===== src/design/gfms_pkg.sv =====
`timescale 1ns / 1ps
// ----------------------------------------------------------------------------
// gfms_pkg
// shared types, constants and GF(2^8) helper functions for the multiply and
// s-box pipeline (polynomial x^8 + x^4 + x^3 + x + 1)
// ----------------------------------------------------------------------------
package gfms_pkg;

    localparam int BYTE_W = 8;
    localparam int CLMUL_W = 2 * BYTE_W - 1;

    localparam logic MODE_MUL = 1'b0;
    localparam logic MODE_SBOX = 1'b1;

    localparam logic [BYTE_W:0] POLY = 9'h11b;
    localparam logic [BYTE_W-1:0] AFFINE_CONST = 8'h63;

    typedef logic [BYTE_W-1:0] byte_table_t [256];
    typedef logic [BYTE_W-1:0] col_table_t [BYTE_W];

    localparam col_table_t AFFINE_COL = '{
        8'h1f, 8'h3e, 8'h7c, 8'hf8, 8'hf1, 8'he3, 8'hc7, 8'h8f
    };

    typedef struct packed {
        logic                 mode;
        logic [CLMUL_W-1:0]   clmul;
        logic [BYTE_W-1:0]    inv;
    } expand_t;

    // carry-less product, unreduced
    function automatic logic [CLMUL_W-1:0] clmul8(
        input logic [BYTE_W-1:0] x,
        input logic [BYTE_W-1:0] y
    );
        logic [CLMUL_W-1:0] acc;
        acc = '0;
        for (int k = 0; k < BYTE_W; k++)
        begin
            if (x[k])
            begin
                acc = acc ^ (CLMUL_W'(y) << k);
            end
        end
        return acc;
    endfunction

    // fold bits 14..8 back in with the field polynomial
    function automatic logic [BYTE_W-1:0] gf_reduce(input logic [CLMUL_W-1:0] p);
        logic [CLMUL_W-1:0] acc;
        acc = p;
        for (int k = CLMUL_W - 1; k >= BYTE_W; k--)
        begin
            if (acc[k])
            begin
                acc = acc ^ (CLMUL_W'(POLY) << (k - BYTE_W));
            end
        end
        return acc[BYTE_W-1:0];
    endfunction

    function automatic logic [BYTE_W-1:0] gf_mul(
        input logic [BYTE_W-1:0] x,
        input logic [BYTE_W-1:0] y
    );
        return gf_reduce(clmul8(x, y));
    endfunction

    // x^254, which is zero for zero
    function automatic logic [BYTE_W-1:0] gf_inv(input logic [BYTE_W-1:0] x);
        logic [BYTE_W-1:0] acc;
        logic [BYTE_W-1:0] base;
        logic [BYTE_W-1:0] e;
        acc = 8'h01;
        base = x;
        e = 8'd254;
        for (int k = 0; k < BYTE_W; k++)
        begin
            if (e[k])
            begin
                acc = gf_mul(acc, base);
            end
            base = gf_mul(base, base);
        end
        return acc;
    endfunction

    function automatic byte_table_t build_inv_table();
        byte_table_t t;
        for (int i = 0; i < 256; i++)
        begin
            t[i] = gf_inv(BYTE_W'(i));
        end
        return t;
    endfunction

    localparam byte_table_t INV_TABLE = build_inv_table();

    function automatic logic [BYTE_W-1:0] affine(input logic [BYTE_W-1:0] t);
        logic [BYTE_W-1:0] r;
        r = '0;
        for (int k = 0; k < BYTE_W; k++)
        begin
            if (t[k])
            begin
                r = r ^ AFFINE_COL[k];
            end
        end
        return r ^ AFFINE_CONST;
    endfunction

endpackage


===== src/design/gfms_expand.sv =====
`timescale 1ns / 1ps
// ----------------------------------------------------------------------------
// gfms_expand
// first pipeline stage: carry-less product of the operands and inverse
// lookup of operand a
// ----------------------------------------------------------------------------
module gfms_expand
    import gfms_pkg::*;
(
    input  logic              clk,
    input  logic              rst_n,
    input  logic              up_valid,
    output logic              up_ready,
    input  logic              mode,
    input  logic [BYTE_W-1:0] operand_a,
    input  logic [BYTE_W-1:0] operand_b,
    output logic              dn_valid,
    input  logic              dn_ready,
    output expand_t           dn_data
);

    logic    valid_reg;
    expand_t data_reg;
    expand_t data_next;

    assign up_ready = !valid_reg || dn_ready;

    always_comb
    begin
        data_next.mode = mode;
        data_next.clmul = clmul8(operand_a, operand_b);
        data_next.inv = INV_TABLE[operand_a];
    end

    always_ff @(posedge clk or negedge rst_n)
    begin
        if (!rst_n)
        begin
            valid_reg <= 1'b0;
        end
        else if (up_ready)
        begin
            valid_reg <= up_valid;
        end
    end

    always_ff @(posedge clk)
    begin
        if (up_valid && up_ready)
        begin
            data_reg <= data_next;
        end
    end

    assign dn_valid = valid_reg;
    assign dn_data = data_reg;

endmodule


===== src/design/gfms_finish.sv =====
`timescale 1ns / 1ps
// ----------------------------------------------------------------------------
// gfms_finish
// second pipeline stage: polynomial reduction of the product, affine map of
// the inverse, and selection by mode
// ----------------------------------------------------------------------------
module gfms_finish
    import gfms_pkg::*;
(
    input  logic              clk,
    input  logic              rst_n,
    input  logic              up_valid,
    output logic              up_ready,
    input  expand_t           up_data,
    output logic              dn_valid,
    input  logic              dn_ready,
    output logic [BYTE_W-1:0] dn_byte
);

    logic              valid_reg;
    logic [BYTE_W-1:0] byte_reg;
    logic [BYTE_W-1:0] byte_next;

    assign up_ready = !valid_reg || dn_ready;

    always_comb
    begin
        case (up_data.mode)
            MODE_MUL:  byte_next = gf_reduce(up_data.clmul);
            MODE_SBOX: byte_next = affine(up_data.inv);
            default:   byte_next = gf_reduce(up_data.clmul);
        endcase
    end

    always_ff @(posedge clk or negedge rst_n)
    begin
        if (!rst_n)
        begin
            valid_reg <= 1'b0;
        end
        else if (up_ready)
        begin
            valid_reg <= up_valid;
        end
    end

    always_ff @(posedge clk)
    begin
        if (up_valid && up_ready)
        begin
            byte_reg <= byte_next;
        end
    end

    assign dn_valid = valid_reg;
    assign dn_byte = byte_reg;

endmodule


===== src/design/gf256_multiply_and_sbox.sv =====
`timescale 1ns / 1ps
// ----------------------------------------------------------------------------
// gf256_multiply_and_sbox
// GF(2^8) multiplier (polynomial 0x11b) and AES forward s-box in one
// three-stage pipeline
//
// input channel: valid / ready with mode, operand_a, operand_b per beat
// output channel: result_valid / result_ready with result_byte per beat
// mode 0 returns operand_a * operand_b in the field, mode 1 returns the
// s-box of operand_a (operand_b unused)
// a beat accepted at an edge loads the expand stage, then moves through the
// finish stage to the output register, which drives result_valid
// throughput: one beat per cycle while result_ready is high; each stage holds one beat and moves on
// when the stage after it is empty or being drained
// reset clears all valid bits; no clearing pass, ready comes up at once
// when result_ready is low the pipeline fills up to three beats, then ready
// drops; nothing is lost or repeated
// ----------------------------------------------------------------------------
module gf256_multiply_and_sbox
    import gfms_pkg::*;
(
    input  logic              clk,
    input  logic              rst_n,
    input  logic              valid,
    output logic              ready,
    input  logic              mode,
    input  logic [BYTE_W-1:0] operand_a,
    input  logic [BYTE_W-1:0] operand_b,
    output logic              result_valid,
    input  logic              result_ready,
    output logic [BYTE_W-1:0] result_byte
);

    logic              s1_valid;
    logic              s1_ready;
    expand_t           s1_data;
    logic              s2_valid;
    logic              s2_ready;
    logic [BYTE_W-1:0] s2_byte;

    logic              out_valid_reg;
    logic [BYTE_W-1:0] out_byte_reg;

    gfms_expand u_expand (
        .clk       (clk),
        .rst_n     (rst_n),
        .up_valid  (valid),
        .up_ready  (ready),
        .mode      (mode),
        .operand_a (operand_a),
        .operand_b (operand_b),
        .dn_valid  (s1_valid),
        .dn_ready  (s1_ready),
        .dn_data   (s1_data)
    );

    gfms_finish u_finish (
        .clk      (clk),
        .rst_n    (rst_n),
        .up_valid (s1_valid),
        .up_ready (s1_ready),
        .up_data  (s1_data),
        .dn_valid (s2_valid),
        .dn_ready (s2_ready),
        .dn_byte  (s2_byte)
    );

    // output register
    assign s2_ready = !out_valid_reg || result_ready;

    always_ff @(posedge clk or negedge rst_n)
    begin
        if (!rst_n)
        begin
            out_valid_reg <= 1'b0;
        end
        else if (s2_ready)
        begin
            out_valid_reg <= s2_valid;
        end
    end

    always_ff @(posedge clk)
    begin
        if (s2_valid && s2_ready)
        begin
            out_byte_reg <= s2_byte;
        end
    end

    assign result_valid = out_valid_reg;
    assign result_byte = out_byte_reg;

endmodule


===== config.mk =====
export PLATFORM = sky130hd
export DESIGN_NAME = gf256_multiply_and_sbox
export DESIGN_NICKNAME = d
export VERILOG_FILES = /design/src/design/gfms_pkg.sv /design/src/design/gfms_expand.sv /design/src/design/gfms_finish.sv /design/src/design/gf256_multiply_and_sbox.sv
export SDC_FILE = /design/constraint.sdc
export NUM_CORES = 1
export LEC_CHECK = 0
export ABC_CLOCK_PERIOD_IN_PS = 2700
export BUFFER_PORTS_ARGS = -buffer_cell sky130_fd_sc_hd__buf_4
export CAP_MARGIN = 40
export CELL_PAD_IN_SITES_DETAIL_PLACEMENT = 1
export CELL_PAD_IN_SITES_GLOBAL_PLACEMENT = 2
export CORE_ASPECT_RATIO = 0.6
export CORE_MARGIN = 2
export CORE_UTILIZATION = 41
export CTS_CLUSTER_DIAMETER = 200
export DETAILED_ROUTE_END_ITERATION = 7
export PLACE_DENSITY = 0.87
export SLEW_MARGIN = 30
export SYNTH_ARGS = -nofsm -noshare
export SYNTH_HDL_FRONTEND = slang
export SYNTH_SLANG_ARGS = --single-unit

===== constraint.sdc =====
create_clock -name clk -period 2.7 [get_ports clk]
set_clock_uncertainty 0.2 [all_clocks]
set_input_delay 0.405 -clock clk [delete_from_list [all_inputs] [get_ports clk]]
set_output_delay 0.405 -clock clk [all_outputs]
set_load 0.01 [all_outputs]

==> metrics list, run 1 <==
* Final global-route overflow total: 0
- The post-route netlist has between 20% and 30% of its cells at a drive strength greater than 1.
* Initial antenna violation count: 2
* Maximum number of pins on one net before global-route repair: 33
- After synthesis, the largest family of logic cells by area is compound AO/OA/AOI/OAI gates.
- Across the run, the number of max-cap violations was 0.
- Final period util: 98.79%
- Number of top-level design ports: 31
- In the routed design, unresolved DRC markers number 7.
- DP Wirelength: 22.84 mm
- Die width: 162.0 um
- Clock buffers created by TritonCTS: 5
* Status: finished with violations
- The critical path in this run is classified as in -> reg.
* Most common cell after layout, fill and taps aside: buf_4
- At the end of routability-driven placement, the weighted congestion stood at 1.213.
- Routed signal wires occupy layers up through met5.
* Post-synthesis net count: 814
* Standby leakage power: 2.935 nW
* Simple-gate share of the synthesized area: 21.78%
- Cell count after synthesis: slightly below 800
- For this run, the total global-route usage over all layers was measured as 36.88%.
* Most used flip-flop cell after synthesis: edfxtp_1
- A synthesized cell averages 7.893 sq um.
- Clock Path Buffers: 2
- The checks that failed: design-rule violations.
- The first global-routing pass estimated about 45 mm of wire.
* Latest clock arrival within the worst-skew pair: 0.29 ns
- For this run, the register share of the synthesized area comes to 20.78%.
- Wire segments on met2 add up to 11.43 mm in the final route.
* Die Outline Area: 16010 sq um
* Number of synthesized flops with an enable pin: 40
- After the first detailed-routing iteration, the DRC count stood at 1318.
- Compound-Gate Fraction of Synth Area: between 20% and 30%
- Final setup vio count: 0
- Number of antenna-violating nets in the routed design: 0
* Final Net Count: 906
- Crit start category: input pin
- Initial Utilization: between 40% and 50%
- Average vias per placed instance: 6.821
- Register bit total from synthesis: 43
- Warnings, synthesis: 0
- Fmax achieved: 374.9 MHz
* DR pass1 iterations: 8
- Synthesis instantiated 79 different standard cells from the library.
- Wire length reported by the detailed router: 29.57 mm
- CTS Root Buffer Type: clkbuf_16
- Total number of clock tree sinks: 43
- FILL cells: 1793
- Maximum level of the CTS H-tree: 2
* Adder and majority cell fraction of the synthesized area: 3.056%
- After clock tree synthesis, the clock-pin slew on the worst setup and hold paths is 0.07 ns.
- The initialized floorplan defines 34 standard-cell rows.
- Routed length per placed instance: roughly 28 um
* PnR Total Power: approximately 3.2 mW
- Max IR drop VDD: slightly below 300 uV
- The final route contains ~7300 vias.
- The total area inside the core boundary comes to 14550 sq um.
- The count of final max-slew check failures was 0.
- Share of async-settable or async-resettable flops after synthesis: 6.977%
- Final critical delay including setup and external delays: approximately 2.7 ns
* Arrival time reported for the critical path endpoint: between 2 and 2.5 ns
- Commonest cells after routing, fill and taps aside: 162 x buf_4, 95 x nand2_1, 62 x xnor2_1
- The hold violation total from the final report was 0.
- Measured against its own limit, the worst slew margin works out to 54.89%.
- Critical path capture point type: flop
- Multiplexer share of the synthesized area: 4.707%
* Area Growth Syn to Fin: 24.00%
* Maximum fanout encountered on the critical timing path: 12
- Post-Synthesis Cell Area: 6141 sq um
- Cells fill a little over half of the core in the end.
* DRT met1 WL: 12.37 mm
- Die Y: 98.80 um
- Critical path data required time: 2.51 ns
* Count of input and output buffers: 30
- TritonCTS built the clock tree.
- Detailed routing placed a total of between 4 and 5 mm of wire on met3.
- Path type of the worst min-delay path: in -> reg
- Dividing total power by cell area gives a power density of just over 400 nW/um^2.
- Post-synthesis xor/xnor area fraction: 13.12%
* Via count of the first global-routing pass: between 7000 and 8000
* Tightest Pin Transition: 0.6766 ns
==> worst paths after layout <==
| path | startpoint | endpoint | slack, ns | cells past startpoint |
|---|---|---|---|---|
| max | operand_a[0] | u_expand.dn_data[2] | 0.03 | 9 |
| min | mode | u_expand.dn_data[23] | 0.09 | 1 |
| max reg2reg | u_expand.dn_data[7] | u_finish.dn_byte[2] | 0.67 | 4 |
| min reg2reg | u_finish.dn_byte[0] | result_byte[0] | 0.22 | 0 |
| max in group asynchronous | rst_n | result_valid | 1.94 | 2 |
| min in group asynchronous | rst_n | u_finish.dn_valid | 0.26 | 2 |
==> sequential cells by signal (all words and copies together), names as in the netlist <==
| name | count |
|---|---|
| u_expand.dn_valid | 1 |
| result_byte | 8 |
| u_expand.dn_data | 24 |
| u_finish.dn_valid | 1 |
| result_valid | 1 |
| u_finish.dn_byte | 8 |
==> Yosys cell counts, drive strengths merged, types with 12 or more instances <==
| library cell | number | area (sq um) |
|---|---|---|
| ha | 15 | 187.7 |
| xnor2 | 62 | 543.0 |
| o311ai | 12 | 105.1 |
| xor2 | 30 | 262.8 |
| nand2b | 26 | 162.7 |
| nor2b | 26 | 162.7 |
| a21oi | 41 | 209.0 |
| mux2i | 15 | 150.1 |
| a211oi | 13 | 97.59 |
| clkbuf | 37 | 140.1 |
| nor2 | 38 | 152.6 |
| nand2 | 95 | 356.6 |
| o211ai | 21 | 157.7 |
| o21ai | 36 | 180.2 |
| buf | 55 | 330.3 |
| nor3 | 25 | 125.1 |
| and2 | 15 | 93.84 |
| edfxtp | 40 | 1201 |
==> worst max-delay path, cell delays in order <==
cell and delay (ns):
buf_4 0.12, inv_1 0.21, ha_4 0.30, buf_4 0.16, xor2_1 0.23, a221o_1 0.28, o21ai_0 0.12, a2111oi_1 0.45
o22ai_1 0.19
==> power by group <==
part           internal [mW]  switching, mW  total, mW
sequential             0.884         0.0608      0.945
clock                  0.342          0.261      0.602
combinational          0.678          0.939       1.62
==> area by class of cell <==
cell class	count	area (sq um)	share of cell area (%)
Antenna cell	2	5.005	0.06572
Tap cell	198	247.7	3.253
Clock buffer	6	128.9	1.692
Inverter	11	43.79	0.5751
Multi-Input combinational cell	632	4394	57.71
Sequential cell	43	1276	16.76
Timing Repair Buffer	177	1506	19.78
Clock inverter	2	12.51	0.1643
==> stage by stage <==
step	setup WS, ns	hold slack [ns]	instance area, sq um	instances	setup TNS (ns)
2_1_floorplan	0.005638	-0.09059	6186	778	0
5_1_grt	-0.01161	0.09057	7610	1069	-0.01161
4_1_cts	0.04063	0.09094	7586	1069	0
3_3_place_gp	-0.2960	-0.007039	7432	1060	-0.9321
3_5_place_dp	-0.2945	0.0002978	7433	1060	-1.215
6_report	0.03273	0.09311	7615	1071	0
==> routing by layer <==
| metal | GRT usage [%] | vias up |
|---|---|---|
| met4 | 7.284 | 6 |
| met5 | 0 | - |
| met2 | 49.98 | 573 |
| met3 | 18.27 | 121 |
| li1 | - | 3049 |
| met1 | 52.46 | 3556 |
==> what timing repair did <==
item	CTS	global route
resized for setup	1	8
setup endpoints to repair	1	6
hold buffers	1	0
pin swaps	0	0
buffers inserted	0	0
endpoints found under the hold margin	3	0
==> logic make-up (layout without fill, tap and decap cells) <==
group / count (synthesis) / count (layout)
mux: 22 / 22
simple gates: 267 / 267
flops: 43 / 43
other cells: 0 / 2
fa+ha+maj: 15 / 15
xor+xnor: 92 / 92
buf+inv: 103 / 196
compound gates: 236 / 236
Power figures use the tool's default switching activity.
==> run 2: changes to the inputs <==
- CORE_UTILIZATION: 41 -> 35
- PLACE_DENSITY: 0.87 -> 0.76
==> run 2 against run 1 <==
  * The flow now finishes without violations
  * Cell area up 3.4%
  * Global-route usage is 3.5 points lower
  * Register-to-register slack better by 0.09 ns
  * Worst setup slack gained 0.035 ns
  * Via count decreased by 4.1%
  * Sequential power about the same
  * Non-clock buffer count grew 23
  * Fmax grew 1.3%
  * Sequential share of layout area shrank 0.56 points
  * Final cell count rose by 5.3%
  * Critical path depth is 1 lower
  * First-iteration DRC count is 39% lower
  * Largest cell class unchanged
  * Highest routed layer unchanged
==> metrics list, run 2 (synthesized netlist as in run 1, its figures left out) <==
- Met3 routing resource usage after global routing: 14.15% (was 18.27%)
- The critical path capture point type was a flop (unchanged).
- Maximum fanout encountered on the critical timing path: 10 (was 12)
- Category of the most critical setup path: in -> reg (unchanged)
* Most common cell after layout, fill and taps aside: buf_4 (unchanged)
- Max IR drop VDD: 256.3 uV (was 295.1 uV)
* Worst R2R End: u_finish.dn_byte[2] (unchanged)
- The final wirelength came to 31.16 mm (was 29.57 mm).
- PnR Total Power: 3.193 mW (was 3.163 mW)
- Reg-to-reg critical path startpoint: u_expand.dn_data[7] (unchanged)
* Crit start category: input pin (unchanged)
- The pin count of the biggest net entering global routing was 55 (was 33).
- The design area came to 7876 sq um (was 7615 sq um).
- The met2 routing resource usage after global routing was 46.33% (was 49.98%).
- The hold violation total from the final report is 0 (unchanged).
* Final global-route overflow total: 0 (unchanged)
* Arrival time reported for the critical path endpoint: 2.46 ns (was 2.47 ns)
- Worst r2r path cells: 4 (unchanged)
- Number of antenna-violating nets in the routed design: 0 (unchanged)
* CTS tree: built (unchanged)
- Final period util: 97.48% (was 98.79%)
- Combined flip-flop and latch cell area: 1276 sq um (unchanged)
- Setup repair after global routing could not meet its margin everywhere.
- The initial core utilization came to 35.75% (was 42.21%).
- The routability congestion estimate from global placement was 0.9983 (was 1.213).
- Slew headroom: 56.53% (was 54.89%)
- Met1 global-route usage: 48.01% (was 52.46%)
* Source of the critical timing path: operand_a[0] (unchanged)
- Final antenna diode count: 0 (was 2)
- The area of the multi-input gates is 4422 sq um (was 4394 sq um).
* Number of top-level design ports: 31 (unchanged)
- The instance count along the most critical hold path is 1 (unchanged).
* Number of flip-flops under the largest register name: 24 (unchanged)
- Average vias per placed instance: 6.212 (was 6.821)
- The layout net count is 929 (was 906).
- The number of endpoints failing setup at the final stage was 0 (unchanged).
* Ratio of cells with drive above 1 in the final layout: 26.96% (was 24.80%)
- GR Util All Layers: 33.36% (was 36.88%)
- The insertion delay of the later-clocked pin in the worst-skew pair came to 0.29 ns (about the same).
- The global-route wire length before repair is 46.20 mm (was 44.65 mm).
- The capturing element of the worst setup path is u_expand.dn_data[7] (was u_expand.dn_data[2]).
* Maximum level of the CTS H-tree: 2 (unchanged)
* Final core area utilization: 45.86% (was 52.34%)
* Final max-slew violation count: 0 (unchanged)
- Setup bufs post-CTS: 0 (unchanged)
- The post-synthesis to final-layout area growth came to 28.26% (was 24.00%).
- Critical path data required time: 2.53 ns (was 2.51 ns)
* Core region area: 17180 sq um (was 14550 sq um)
* Cell area reported after detailed placement: 7674 sq um (was 7433 sq um)
- DP Wirelength: 24.30 mm (was 22.84 mm)
* CTS Root Buffer Type: clkbuf_16 (unchanged)
- The detailed-route DRC error count was 0 (was 7).
- Routed length per placed instance: 27.62 um (was 27.61 um)
- The timing-limited maximum frequency is 379.9 MHz (was 374.9 MHz).
- The number of placement rows was 37 (was 34).
* Clock buffers created by TritonCTS: 5 (unchanged)
- Commonest cells after routing, fill and taps aside: 182 x buf_4, 95 x nand2_1, 62 x xnor2_1 (was 162 x buf_4, 95 x nand2_1, 62 x xnor2_1).
* Status: finished clean (was finished with violations)
- The total of max-cap violations is 0 (unchanged).
- Total number of clock tree sinks: 43 (unchanged)
- The first-pass iteration count of the detailed router came to 5 (was 8).
- The via count of the first global-routing pass was 6990 (was 7135).
- The worst-case register-to-register setup slack was 0.76 ns (was 0.67 ns).
* Most utilized layer in the global route result: met1 (unchanged)
- Die Outline Area: 18660 sq um (was 16010 sq um)
* Die Y: 106.6 um (was 98.80 um)
- The worst-case hold slack is 0.09600 ns (was 0.09311 ns).
- Iter 0 DRT Violations: 804 (was 1318)
- FILL cells: 2069 (was 1793)
* Final critical delay including setup and external delays: 2.632 ns (was 2.667 ns)
- The worst min-delay path category was in -> reg (unchanged).
- Initial antenna violation count: 2 (unchanged)
- The clock transition time at the flip-flop clock pins of the worst setup and hold paths was 0.06 ns (was 0.07 ns).
- The transition at the pin with the smallest max-transition slack is 0.6497 ns (was 0.6766 ns).
- The horizontal die dimension was 175.0 um (was 162.0 um).
- The setup TNS was 0 ns (unchanged).
- The port buffer count was 30 (unchanged).
- The detailed-route via count came to 7007 (was 7305).
- The total power divided by cell area is 405.4 nW/um^2 (was 415.4 nW/um^2).
* Standby leakage power: 3.055 nW (was 2.935 nW)
* Clock Path Buffers: 2 (unchanged)
run 2: cell count changes in the layout (fill, tap and decap cells not counted), sizes merged:
cell	previous run	this run
diode	2	0
buf	176	199
run 2: worst min path at each step:
stage	from	end
detailed placement	rst_n	u_expand.dn_valid
floorplan	rst_n	result_valid
CTS	mode	u_expand.dn_data[23]
finish	mode	u_expand.dn_data[23]
global route	mode	u_expand.dn_data[23]
global placement	rst_n	u_expand.dn_valid
run 2: per-layer routing:
metal	wire, um	share of wire [%]
met5	12	0.039
met1	14320	46
met3	4170	13
met2	12150	39
met4	508	1.6
run 2: critical path, stage by stage:
cell      delay (ns)
buf_4           0.11
inv_1           0.19
ha_4            0.28
buf_4           0.19
mux4_2          0.48
a221oi_2        0.45
o21ai_0         0.16
nor4b_2         0.19
run 2: metrics by stage:
| step | setup slack (ns) | std cells |
|---|---|---|
| 2_1_floorplan | 0.005638 | 778 |
| 3_3_place_gp | -0.5426 | 1118 |
| 3_5_place_dp | -0.4736 | 1119 |
| 4_1_cts | 0.08884 | 1128 |
| 5_1_grt | -0.02060 | 1128 |
| 6_report | 0.06799 | 1128 |
run 2: area by class of cell:
| class | instances | area share (%) |
|---|---|---|
| Timing Repair Buffer | 200 | 21.59 |
| Multi-Input combinational cell | 632 | 56.14 |
| Sequential cell | 43 | 16.20 |
| Clock buffer | 6 | 1.636 |
| Inverter | 11 | 0.5560 |
| Clock inverter | 2 | 0.1589 |
| Tap cell | 234 | 3.717 |
run 2: power breakdown:
part | switching (mW) | internal, mW
combinational | 0.948 | 0.706
clock | 0.252 | 0.342
sequential | 0.0612 | 0.884
total | 1.26 | 1.93
run 2: what timing repair did:
| item | 4_1_cts | 5_1_grt |
|---|---|---|
| hold buffers | 1 | 0 |
| resized for setup | 4 | 9 |
| endpoints found under the setup margin | 3 | 5 |
| hold endpoints to repair | 3 | 0 |
